**src/rtl/core/epd_pkg.sv**
```systemverilog
`default_nettype none
package epd_pkg;

    // result kinds
    typedef enum logic [2:0] {
        KIND_MARK    = 3'd0,
        KIND_SAMPLE  = 3'd1,
        KIND_LEAD    = 3'd2,
        KIND_DEBUG   = 3'd3,
        KIND_SEQ_ERR = 3'd4
    } epd_kind_t;

    // one classified request between front and back
    typedef struct packed {
        epd_kind_t   kind;
        logic [31:0] seq;
        logic [4:0]  channel;
        logic [31:0] raw;
        logic [7:0]  lead_bits;
        logic [2:0]  lead_idx;
        logic [7:0]  mark;
        logic [7:0]  dbg;
        logic        last;
    } epd_item_t;

    // packet layout
    localparam logic [7:0] WIN_EXTRA    = 8'd21;   // header 8 + lead-off 8 + checksum 1 + 4
    localparam logic [7:0] HEADER_BYTES = 8'd8;
    localparam logic [7:0] LEAD_BYTES   = 8'd8;

    // register map
    localparam logic [2:0] ADDR_CHANNEL_COUNT = 3'd0;
    localparam logic [5:0] CHANNEL_RESET      = 6'd32;

    // reciprocal of three, exact for 32-bit operands after a shift by 33
    localparam logic [31:0] RECIP3 = 32'hAAAA_AAAB;

    // queue depth between front and back
    localparam int Q_DEPTH = 4;

endpackage
`default_nettype wire

```
**src/rtl/core/epd_front.sv**
```systemverilog
`default_nettype none
module epd_front #(
    parameter int WINDOW_DEPTH = 256,
    parameter int MAX_CHANNELS = 32
) (
    input  wire logic               aclk,
    input  wire logic               aresetn,
    input  wire logic [5:0]         channel_count,
    input  wire logic               cfg_wr,
    input  wire logic               in_valid,
    input  wire logic               in_flush,
    input  wire logic [7:0]         in_byte,
    output logic                    in_ready,
    input  wire logic               q_full,
    output logic                    push,
    output epd_pkg::epd_item_t      push_item
);
    import epd_pkg::*;

    localparam int AW = $clog2(WINDOW_DEPTH);
    localparam logic [5:0] MAX_N = 6'(MAX_CHANNELS);

    logic [7:0]    win_mem [WINDOW_DEPTH];

    logic [AW-1:0] wp_reg, wp_next;
    logic [7:0]    fill_reg;
    logic          locked_reg;
    logic [31:0]   last_seq_reg;
    logic [7:0]    pos_reg;
    logic [31:0]   hs_reg;
    logic [7:0]    dbg_reg;
    logic [23:0]   wacc_reg;
    logic [7:0]    tap_reg [4];
    logic [7:0]    hist_reg [3];
    logic [7:0]    rd_data_reg;
    logic [2:0]    rf_cnt_reg;

    logic [5:0]    n_used;
    logic [7:0]    four_n, wlen, fill_eff, fill_new;
    logic          full_before, accept, step, do_parse;
    logic [7:0]    xb;

    // parser next values
    logic          p_locked, p_emit;
    logic [7:0]    p_pos, p_dbg, off, idx;
    logic [31:0]   p_hs, p_lastseq;
    logic [23:0]   p_wacc;
    logic [8:0]    allowed;
    logic [7:0]    mask;
    epd_item_t     p_item;

    logic          locked_mid, hunt_hit;
    logic [31:0]   w1, w2;

    logic [2:0]    tap_ofs;
    logic [7:0]    rd_dist;
    logic [AW:0]   addr_sum;
    logic [AW-1:0] rd_addr;

    // packet geometry
    assign n_used      = (channel_count > MAX_N) ? MAX_N : channel_count;
    assign four_n      = {n_used, 2'b00};
    assign wlen        = WIN_EXTRA + four_n;
    assign fill_eff    = (fill_reg > wlen) ? wlen : fill_reg;
    assign full_before = (fill_eff == wlen);
    assign fill_new    = full_before ? wlen : fill_eff + 8'd1;

    assign in_ready = !q_full && (rf_cnt_reg == 3'd0);
    assign accept   = in_valid && in_ready;
    assign step     = accept && !in_flush;
    assign xb       = tap_reg[3];
    assign do_parse = step && locked_reg && full_before;

    // parse the byte leaving the window
    always_comb begin
        p_locked  = locked_reg;
        p_pos     = pos_reg;
        p_hs      = hs_reg;
        p_dbg     = dbg_reg;
        p_wacc    = wacc_reg;
        p_lastseq = last_seq_reg;
        p_emit    = 1'b0;
        p_item    = '0;
        off       = pos_reg - HEADER_BYTES;
        idx       = off - four_n;
        allowed   = {2'b00, n_used, 1'b0} - {3'b000, idx[2:0], 3'b000};
        if ($signed(allowed) >= 9'sd8) begin
            mask = 8'hFF;
        end else if ($signed(allowed) <= 9'sd0) begin
            mask = 8'h00;
        end else begin
            mask = (8'd1 << allowed[2:0]) - 8'd1;
        end
        if (pos_reg < 8'd4) begin
            p_hs = ((pos_reg == 8'd0) ? 32'd0 : hs_reg)
                   | ({24'd0, xb} << {pos_reg[1:0], 3'b000});
            if (pos_reg == 8'd3 && (last_seq_reg + 32'd1) != p_hs) begin
                p_locked    = 1'b0;
                p_pos       = 8'd0;
                p_dbg       = 8'd0;
                p_emit      = 1'b1;
                p_item.kind = KIND_SEQ_ERR;
                p_item.last = 1'b1;
            end else begin
                if (pos_reg == 8'd3) begin
                    p_lastseq = p_hs;
                end
                p_pos = pos_reg + 8'd1;
            end
        end else if (pos_reg < 8'd7) begin
            if (pos_reg == 8'd6) begin
                p_dbg = xb;
            end
            p_pos = pos_reg + 8'd1;
        end else if (pos_reg == 8'd7) begin
            p_pos = HEADER_BYTES;
            if (dbg_reg == 8'd0) begin
                p_emit      = 1'b1;
                p_item.kind = KIND_MARK;
                p_item.mark = xb;
            end
        end else if (dbg_reg != 8'd0) begin
            p_dbg       = dbg_reg - 8'd1;
            p_emit      = 1'b1;
            p_item.kind = KIND_DEBUG;
            p_item.dbg  = xb;
            if (dbg_reg == 8'd1) begin
                p_item.last = 1'b1;
                p_pos       = 8'd0;
            end
        end else if (off < four_n) begin
            p_pos = pos_reg + 8'd1;
            if (off[1:0] == 2'd3) begin
                p_emit         = 1'b1;
                p_item.kind    = KIND_SAMPLE;
                p_item.raw     = {xb, wacc_reg};
                p_item.channel = off[6:2];
            end else begin
                p_wacc = ((off[1:0] == 2'd0) ? 24'd0 : wacc_reg)
                         | ({16'd0, xb} << {off[1:0], 3'b000});
            end
        end else if (off < four_n + LEAD_BYTES) begin
            p_emit           = 1'b1;
            p_item.kind      = KIND_LEAD;
            p_item.lead_bits = xb & mask;
            p_item.lead_idx  = idx[2:0];
            p_item.last      = (idx[2:0] == 3'd7);
            p_pos            = pos_reg + 8'd1;
        end else begin
            p_pos = 8'd0;
        end
        p_item.seq = p_hs;
    end

    assign push      = do_parse && p_emit;
    assign push_item = p_item;

    // hunt check on the window after this byte
    assign locked_mid = do_parse ? p_locked : locked_reg;
    assign w1         = {rd_data_reg, tap_reg[0], tap_reg[1], tap_reg[2]};
    assign w2         = {in_byte, hist_reg[0], hist_reg[1], hist_reg[2]};
    assign hunt_hit   = !locked_mid && (fill_new == wlen) && ((w1 + 32'd1) == w2);

    // tap read address, one step ahead; reload sweep after a config write
    assign wp_next  = step ? ((wp_reg == AW'(WINDOW_DEPTH - 1)) ? '0 : wp_reg + 1'b1)
                           : wp_reg;
    assign tap_ofs  = (rf_cnt_reg >= 3'd2) ? 3'd5 - rf_cnt_reg : 3'd4;
    assign rd_dist  = wlen - {5'd0, tap_ofs};
    assign addr_sum = {1'b0, wp_next} + (AW+1)'(WINDOW_DEPTH) - (AW+1)'(rd_dist);
    assign rd_addr  = (addr_sum >= (AW+1)'(WINDOW_DEPTH))
                      ? AW'(addr_sum - (AW+1)'(WINDOW_DEPTH)) : AW'(addr_sum);

    // window memory
    always_ff @(posedge aclk) begin
        if (step) begin
            win_mem[wp_reg] <= in_byte;
        end
        rd_data_reg <= win_mem[rd_addr];
    end

    // tap and input history shift lines
    always_ff @(posedge aclk) begin
        if (step || (rf_cnt_reg != 3'd0 && rf_cnt_reg <= 3'd4)) begin
            tap_reg[3] <= tap_reg[2];
            tap_reg[2] <= tap_reg[1];
            tap_reg[1] <= tap_reg[0];
            tap_reg[0] <= rd_data_reg;
        end
        if (step) begin
            hist_reg[2] <= hist_reg[1];
            hist_reg[1] <= hist_reg[0];
            hist_reg[0] <= in_byte;
        end
    end

    // window and parser state
    always_ff @(posedge aclk) begin
        if (!aresetn) begin
            wp_reg       <= '0;
            fill_reg     <= 8'd0;
            locked_reg   <= 1'b0;
            last_seq_reg <= 32'd0;
            pos_reg      <= 8'd0;
            hs_reg       <= 32'd0;
            dbg_reg      <= 8'd0;
            wacc_reg     <= 24'd0;
            rf_cnt_reg   <= 3'd0;
        end else begin
            if (cfg_wr) begin
                rf_cnt_reg <= 3'd5;
            end else if (rf_cnt_reg != 3'd0) begin
                rf_cnt_reg <= rf_cnt_reg - 3'd1;
            end
            if (accept && in_flush) begin
                fill_reg   <= 8'd0;
                locked_reg <= 1'b0;
                pos_reg    <= 8'd0;
                dbg_reg    <= 8'd0;
                wacc_reg   <= 24'd0;
            end else if (step) begin
                wp_reg   <= wp_next;
                fill_reg <= fill_new;
                if (do_parse) begin
                    hs_reg   <= p_hs;
                    wacc_reg <= p_wacc;
                end
                if (hunt_hit) begin
                    locked_reg   <= 1'b1;
                    last_seq_reg <= w1 - 32'd1;
                    pos_reg      <= 8'd0;
                    dbg_reg      <= 8'd0;
                end else begin
                    locked_reg <= locked_mid;
                    if (do_parse) begin
                        last_seq_reg <= p_lastseq;
                        pos_reg      <= p_pos;
                        dbg_reg      <= p_dbg;
                    end
                end
            end
        end
    end

endmodule
`default_nettype wire

```
**src/rtl/core/epd_fifo.sv**
```systemverilog
`default_nettype none
module epd_fifo (
    input  wire logic               aclk,
    input  wire logic               aresetn,
    input  wire logic               push,
    input  wire epd_pkg::epd_item_t push_item,
    output logic                    full,
    output logic                    pop_valid,
    input  wire logic               pop,
    output epd_pkg::epd_item_t      pop_item
);
    import epd_pkg::*;

    localparam int PW = $clog2(Q_DEPTH);

    epd_item_t       buf_reg [Q_DEPTH];
    logic [PW-1:0]   wr_ptr_reg, rd_ptr_reg;
    logic [PW:0]     count_reg;
    logic            do_pop;

    assign full      = (count_reg == (PW+1)'(Q_DEPTH));
    assign pop_valid = (count_reg != '0);
    assign pop_item  = buf_reg[rd_ptr_reg];
    assign do_pop    = pop && pop_valid;

    // storage
    always_ff @(posedge aclk) begin
        if (push) begin
            buf_reg[wr_ptr_reg] <= push_item;
        end
    end

    // pointers and count
    always_ff @(posedge aclk) begin
        if (!aresetn) begin
            wr_ptr_reg <= '0;
            rd_ptr_reg <= '0;
            count_reg  <= '0;
        end else begin
            if (push) begin
                wr_ptr_reg <= wr_ptr_reg + 1'b1;
            end
            if (do_pop) begin
                rd_ptr_reg <= rd_ptr_reg + 1'b1;
            end
            if (push && !do_pop) begin
                count_reg <= count_reg + 1'b1;
            end else if (!push && do_pop) begin
                count_reg <= count_reg - 1'b1;
            end
        end
    end

endmodule
`default_nettype wire

```
**src/rtl/core/epd_back.sv**
```systemverilog
`default_nettype none
module epd_back (
    input  wire logic               aclk,
    input  wire logic               aresetn,
    input  wire logic               in_valid,
    input  wire epd_pkg::epd_item_t in_item,
    output logic                    in_ready,
    output logic                    out_valid,
    input  wire logic               out_ready,
    output epd_pkg::epd_item_t      out_item,
    output logic [35:0]             out_scaled
);
    import epd_pkg::*;

    logic        a_valid_reg, b_valid_reg, o_valid_reg;
    epd_item_t   a_item_reg, b_item_reg, o_item_reg;
    logic [31:0] a_mag_reg, b_mag_reg;
    logic        a_neg_reg, b_neg_reg;
    logic [63:0] b_prod_reg;
    logic [35:0] o_scaled_reg;
    logic        ready_o, ready_b, ready_a;

    logic [30:0] quo;
    logic [1:0]  rem;
    logic [4:0]  frac;
    logic [35:0] mag36, scaled_next;

    assign ready_o  = !o_valid_reg || out_ready;
    assign ready_b  = !b_valid_reg || ready_o;
    assign ready_a  = !a_valid_reg || ready_b;
    assign in_ready = ready_a;

    // magnitude/3 and remainder, result is 32*q + floor(32*r/3)
    assign quo  = b_prod_reg[63:33];
    assign rem  = 2'(b_mag_reg - ({1'b0, quo} + {quo, 1'b0}));
    assign frac = (rem == 2'd1) ? 5'd10 : ((rem == 2'd2) ? 5'd21 : 5'd0);
    assign mag36       = {quo, frac};
    assign scaled_next = b_neg_reg ? (36'd0 - mag36) : mag36;

    // valid bits
    always_ff @(posedge aclk) begin
        if (!aresetn) begin
            a_valid_reg <= 1'b0;
            b_valid_reg <= 1'b0;
            o_valid_reg <= 1'b0;
        end else begin
            if (ready_a) begin
                a_valid_reg <= in_valid;
            end
            if (ready_b) begin
                b_valid_reg <= a_valid_reg;
            end
            if (ready_o) begin
                o_valid_reg <= b_valid_reg;
            end
        end
    end

    // payload stages: sign split, reciprocal multiply, fix-up and sign restore
    always_ff @(posedge aclk) begin
        if (ready_a) begin
            a_item_reg <= in_item;
            a_neg_reg  <= in_item.raw[31];
            a_mag_reg  <= in_item.raw[31] ? (32'd0 - in_item.raw) : in_item.raw;
        end
        if (ready_b) begin
            b_item_reg <= a_item_reg;
            b_neg_reg  <= a_neg_reg;
            b_mag_reg  <= a_mag_reg;
            b_prod_reg <= a_mag_reg * RECIP3;
        end
        if (ready_o) begin
            o_item_reg   <= b_item_reg;
            o_scaled_reg <= scaled_next;
        end
    end

    assign out_valid  = o_valid_reg;
    assign out_item   = o_item_reg;
    assign out_scaled = o_scaled_reg;

endmodule
`default_nettype wire

```
**src/rtl/core/eeg_packet_deframer_unit.sv**
```systemverilog
// a completing byte's result is queued, then passes back stages a, b, o to m_*
// throughput: one byte per cycle while s_tready is high; full result queue drops it
// after a configuration write, s_tready stays low while the window taps reload
// reset: synchronous, active-low aresetn clears control state and sets channel_count to 32
// the window memory is not cleared; only bytes written since the last flush are read
`default_nettype none
module eeg_packet_deframer_unit #(
    parameter int WINDOW_DEPTH = 256,
    parameter int MAX_CHANNELS = 32
) (
    input  wire logic         aclk,
    input  wire logic         aresetn,
    // input channel
    input  wire logic         s_tvalid,
    output logic              s_tready,
    input  wire logic [7:0]   s_tdata,   // [7:0] rx_byte
    input  wire logic         s_tuser,   // [0] op
    // result channel
    output logic              m_tvalid,
    input  wire logic         m_tready,
    output logic [103:0]      m_tdata,   // [31:0] sequence_res, [36:32] channel,
                                         // [72:37] scaled_sample, [80:73] lead_off_bits,
                                         // [83:81] lead_off_index, [91:84] mark_byte,
                                         // [99:92] debug_byte, [103:100] zero
    output logic [2:0]        m_tuser,   // [2:0] kind
    output logic              m_tlast,
    // configuration port
    input  wire logic         psel,
    input  wire logic         penable,
    input  wire logic         pwrite,
    input  wire logic [2:0]   paddr,
    input  wire logic [31:0]  pwdata,
    output logic [31:0]       prdata,
    output logic              pready
);
    import epd_pkg::*;

    logic [5:0]  cc_reg;
    logic        cfg_wr;
    logic        q_full, push, fifo_valid, back_ready;
    epd_item_t   push_item, fifo_item, out_item;
    logic [35:0] out_scaled;

    // register port
    assign pready = 1'b1;
    assign cfg_wr = psel && penable && pwrite && (paddr == ADDR_CHANNEL_COUNT);
    assign prdata = (paddr == ADDR_CHANNEL_COUNT) ? {26'd0, cc_reg} : 32'd0;

    always_ff @(posedge aclk) begin
        if (!aresetn) begin
            cc_reg <= CHANNEL_RESET;
        end else if (cfg_wr) begin
            cc_reg <= pwdata[5:0];
        end
    end

    epd_front #(
        .WINDOW_DEPTH(WINDOW_DEPTH),
        .MAX_CHANNELS(MAX_CHANNELS)
    ) u_front (
        .aclk          (aclk),
        .aresetn       (aresetn),
        .channel_count (cc_reg),
        .cfg_wr        (cfg_wr),
        .in_valid      (s_tvalid),
        .in_flush      (s_tuser),
        .in_byte       (s_tdata),
        .in_ready      (s_tready),
        .q_full        (q_full),
        .push          (push),
        .push_item     (push_item)
    );

    epd_fifo u_fifo (
        .aclk      (aclk),
        .aresetn   (aresetn),
        .push      (push),
        .push_item (push_item),
        .full      (q_full),
        .pop_valid (fifo_valid),
        .pop       (back_ready),
        .pop_item  (fifo_item)
    );

    epd_back u_back (
        .aclk       (aclk),
        .aresetn    (aresetn),
        .in_valid   (fifo_valid),
        .in_item    (fifo_item),
        .in_ready   (back_ready),
        .out_valid  (m_tvalid),
        .out_ready  (m_tready),
        .out_item   (out_item),
        .out_scaled (out_scaled)
    );

    // result packing
    assign m_tdata = {4'd0, out_item.dbg, out_item.mark, out_item.lead_idx,
                      out_item.lead_bits, out_scaled, out_item.channel, out_item.seq};
    assign m_tuser = out_item.kind;
    assign m_tlast = out_item.last;

endmodule
`default_nettype wire

```
**config.mk**
```make
export PLATFORM = sky130hd
export DESIGN_NAME = eeg_packet_deframer_unit
export DESIGN_NICKNAME = d
export VERILOG_FILES = /design/src/rtl/core/epd_pkg.sv /design/src/rtl/core/epd_front.sv /design/src/rtl/core/epd_fifo.sv /design/src/rtl/core/epd_back.sv /design/src/rtl/core/eeg_packet_deframer_unit.sv
export SDC_FILE = /design/constraint.sdc
export NUM_CORES = 2
export LEC_CHECK = 0
export BUFFER_PORTS_ARGS = -buffer_cell sky130_fd_sc_hd__buf_2
export CAP_MARGIN = 10
export CORE_MARGIN = 2
export CORE_UTILIZATION = 55
export CTS_CLUSTER_DIAMETER = 100
export CTS_CLUSTER_SIZE = 20
export DETAILED_ROUTE_END_ITERATION = 7
export GPL_ROUTABILITY_DRIVEN = 0
export PLACE_DENSITY = 0.77
export SLEW_MARGIN = 20
export SYNTH_ARGS = -nofsm -noshare
export SYNTH_HDL_FRONTEND = slang
export SYNTH_HIERARCHICAL = 1
export SYNTH_SLANG_ARGS = --single-unit
```
**constraint.sdc**
```tcl
create_clock -name aclk -period 9.04 [get_ports aclk]
set_input_delay 0.904 -clock aclk [delete_from_list [all_inputs] [get_ports aclk]]
set_output_delay 0.904 -clock aclk [all_outputs]
set_load 0.02 [all_outputs]
```
==> flow_summary.json <==
{
  "slew-limit-headroom": 0.220,
  "drtIter0Drc": 8064,
  "hold_buffers": 0,
  "stdcell_count": 11000,
  "synth_area_per_cell_sq_um": 17.5,
  "cts_resized": 0,
  "grt_pass1_wl_um": 456000,
  "avgViaCountPerCell": 6.34,
  "path_max_fanout": 6,
  "totalWireLength_um": 305000,
  "slew_viol_final": 0,
  "numCtsBuffers": 170,
  "synthCells": 7670,
  "clock_path_buffers": 3,
  "worst_ep_arrival_time_ns": 9.01,
  "dpl.hpwl_um": 199000,
  "hp-class": "input port to register",
  "layout.nets": 8588,
  "cts_tree": "yes",
  "required_ns": 9.59,
  "clock-sinks": 2960,
  "tightest_slew_ns": 1.17,
  "num_rows": 181,
  "firstDrtPassIters": 6,
  "min_period_ns": 8.46,
  "area_growth_pct": 6.94,
  "post_cts.repair.setup_buffers": 0,
  "end_kind": "register",
  "rsz0062_at_grt": "false",
  "final_common_cell": "edfxtp_1",
  "grt_max_degree": 135,
  "placement.cell_area_sq_mm": 0.139,
  "worst_setup_path_start_kind": "register",
  "setup_viol": 0,
  "wire_per_inst_um": 27.6,
  "start_util": 0.553,
  "finalInstanceArea_sq_mm": 0.144,
  "drive_above_1_share": 0.169,
  "critPathKind": "register to register",
  "cp_slowest_stage_delay_ns": 0.63,
  "cp_common_cell": "fa_1",
  "die_x_um": 499,
  "clk_latency_ns": 0.87,
  "grt_pass1_vias": 70400,
  "ios": 194,
  "seq_area_sq_mm": 0.0874,
  "multi_input_area_sq_mm": 0.0435,
  "clockRootBuffer": "clkbuf_16",
  "static-leakage-power_uw": 0.0516,
  "clkSlewWorstSetupHoldPaths_ns": 0.09,
  "die_area_sq_mm": 0.249,
  "layout_common_cells": "edfxtp_1 (2810), mux4_2 (772), inv_1 (596)",
  "die_y_um": 499,
  "p_per_area_mw_per_mm2": 296,
  "intPower_uw": 28000,
  "p_switching_uw": 14700,
  "via_count": 70000,
  "port_buffers": 136,
  "status": "complete, no violations",
  "finish.utilization": 0.592,
  "slowest_stage": "fa_1",
  "hold_violations": 0,
  "cap_viol_max_count": 0,
  "grt.total_usage": 0.245,
  "finClkSkew_ns": 0.0619,
  "grt_overflow_total": 0,
  "fillers": 17300,
  "drc": 0,
  "max_freq_ghz": 0.118,
  "syn-cell-area_sq_mm": 0.135,
  "core_sq_mm": 0.243,
  "yosysWarnings": 6,
  "ant_nets": 0,
  "placed_cells": 10800,
  "cts.htree.levels": 4,
  "combPwrFrac": 0.454,
  "largest_reg_flops": 2048,
  "max-vdd-ir-drop_v": 0.00108,
  "p_sw_frac": 0.344,
  "p_clk_frac": 0.184,
  "p_seq_frac": 0.362,
  "fin_crit_sh": 0.936,
  "finalSetupTns_ns": 0,
  "grt_antenna_before_repair": 11
}
==> power by group through the flow <==
stage	logic [uW]	registers, uW	clock network [uW]
after global placement	19100	15700	0
after floorplan	13300	15500	0
after global routing	20000	15500	8440
after CTS	19400	15400	8010
final	19400	15400	7850
after detailed placement	19300	15700	0
==> final cells by class <==
cell class              instances  share of cell area
inverters                     599              0.0156
multi-input cells            3771               0.302
repair buffers                249              0.0128
clock inverters                21             0.00257
well taps                    3202              0.0278
diodes                          9            0.000157
clock buffers                 229              0.0314
flip-flops and latches       2960               0.607
==> stage by stage <==
step / power [uW] / hold WS (ns) / worst slack, ns
finish: 42700 / 0.283 / 0.580
floorplan: 28800 / 0.400 / 1.50
detailed placement: 35000 / 0.405 / 0.648
CTS: 42900 / 0.211 / 0.586
global placement: 34800 / 0.401 / 0.711
global route: 43900 / 0.244 / 0.220
==> routing by layer <==
metal / vias up / global-route usage / share of wire
met1: 36500 / 0.342 / 0.39
li1: 29500 / - / -
met3: 534 / 0.0396 / 0.085
met5: - / 0 / 0.000026
met4: 2 / 0.0919 / 0.041
met2: 3450 / 0.394 / 0.49
==> worst paths after layout <==
path | start | end | slack, ns | cells past startpoint
max reg2reg | u_back/a_mag_reg[16] | u_back/b_prod_reg[59] | 0.58 | 25
min reg2reg | u_back/b_item_reg[20] | u_back/out_item[20] | 0.39 | 0
max | u_back/a_mag_reg[16] | u_back/b_prod_reg[59] | 0.58 | 25
min | pwdata[4] | cc_reg[4] | 0.28 | 3
==> critical path, delay by kind of cell, from the launching register on <==
kind            cells  cell delay [ns]
compound gates      5             1.21
fa+ha+maj           9             4.62
simple gates        5             1.36
buf+inv             6             0.43
flops               1             0.57
No activity file was read; power rests on OpenSTA's default activity.
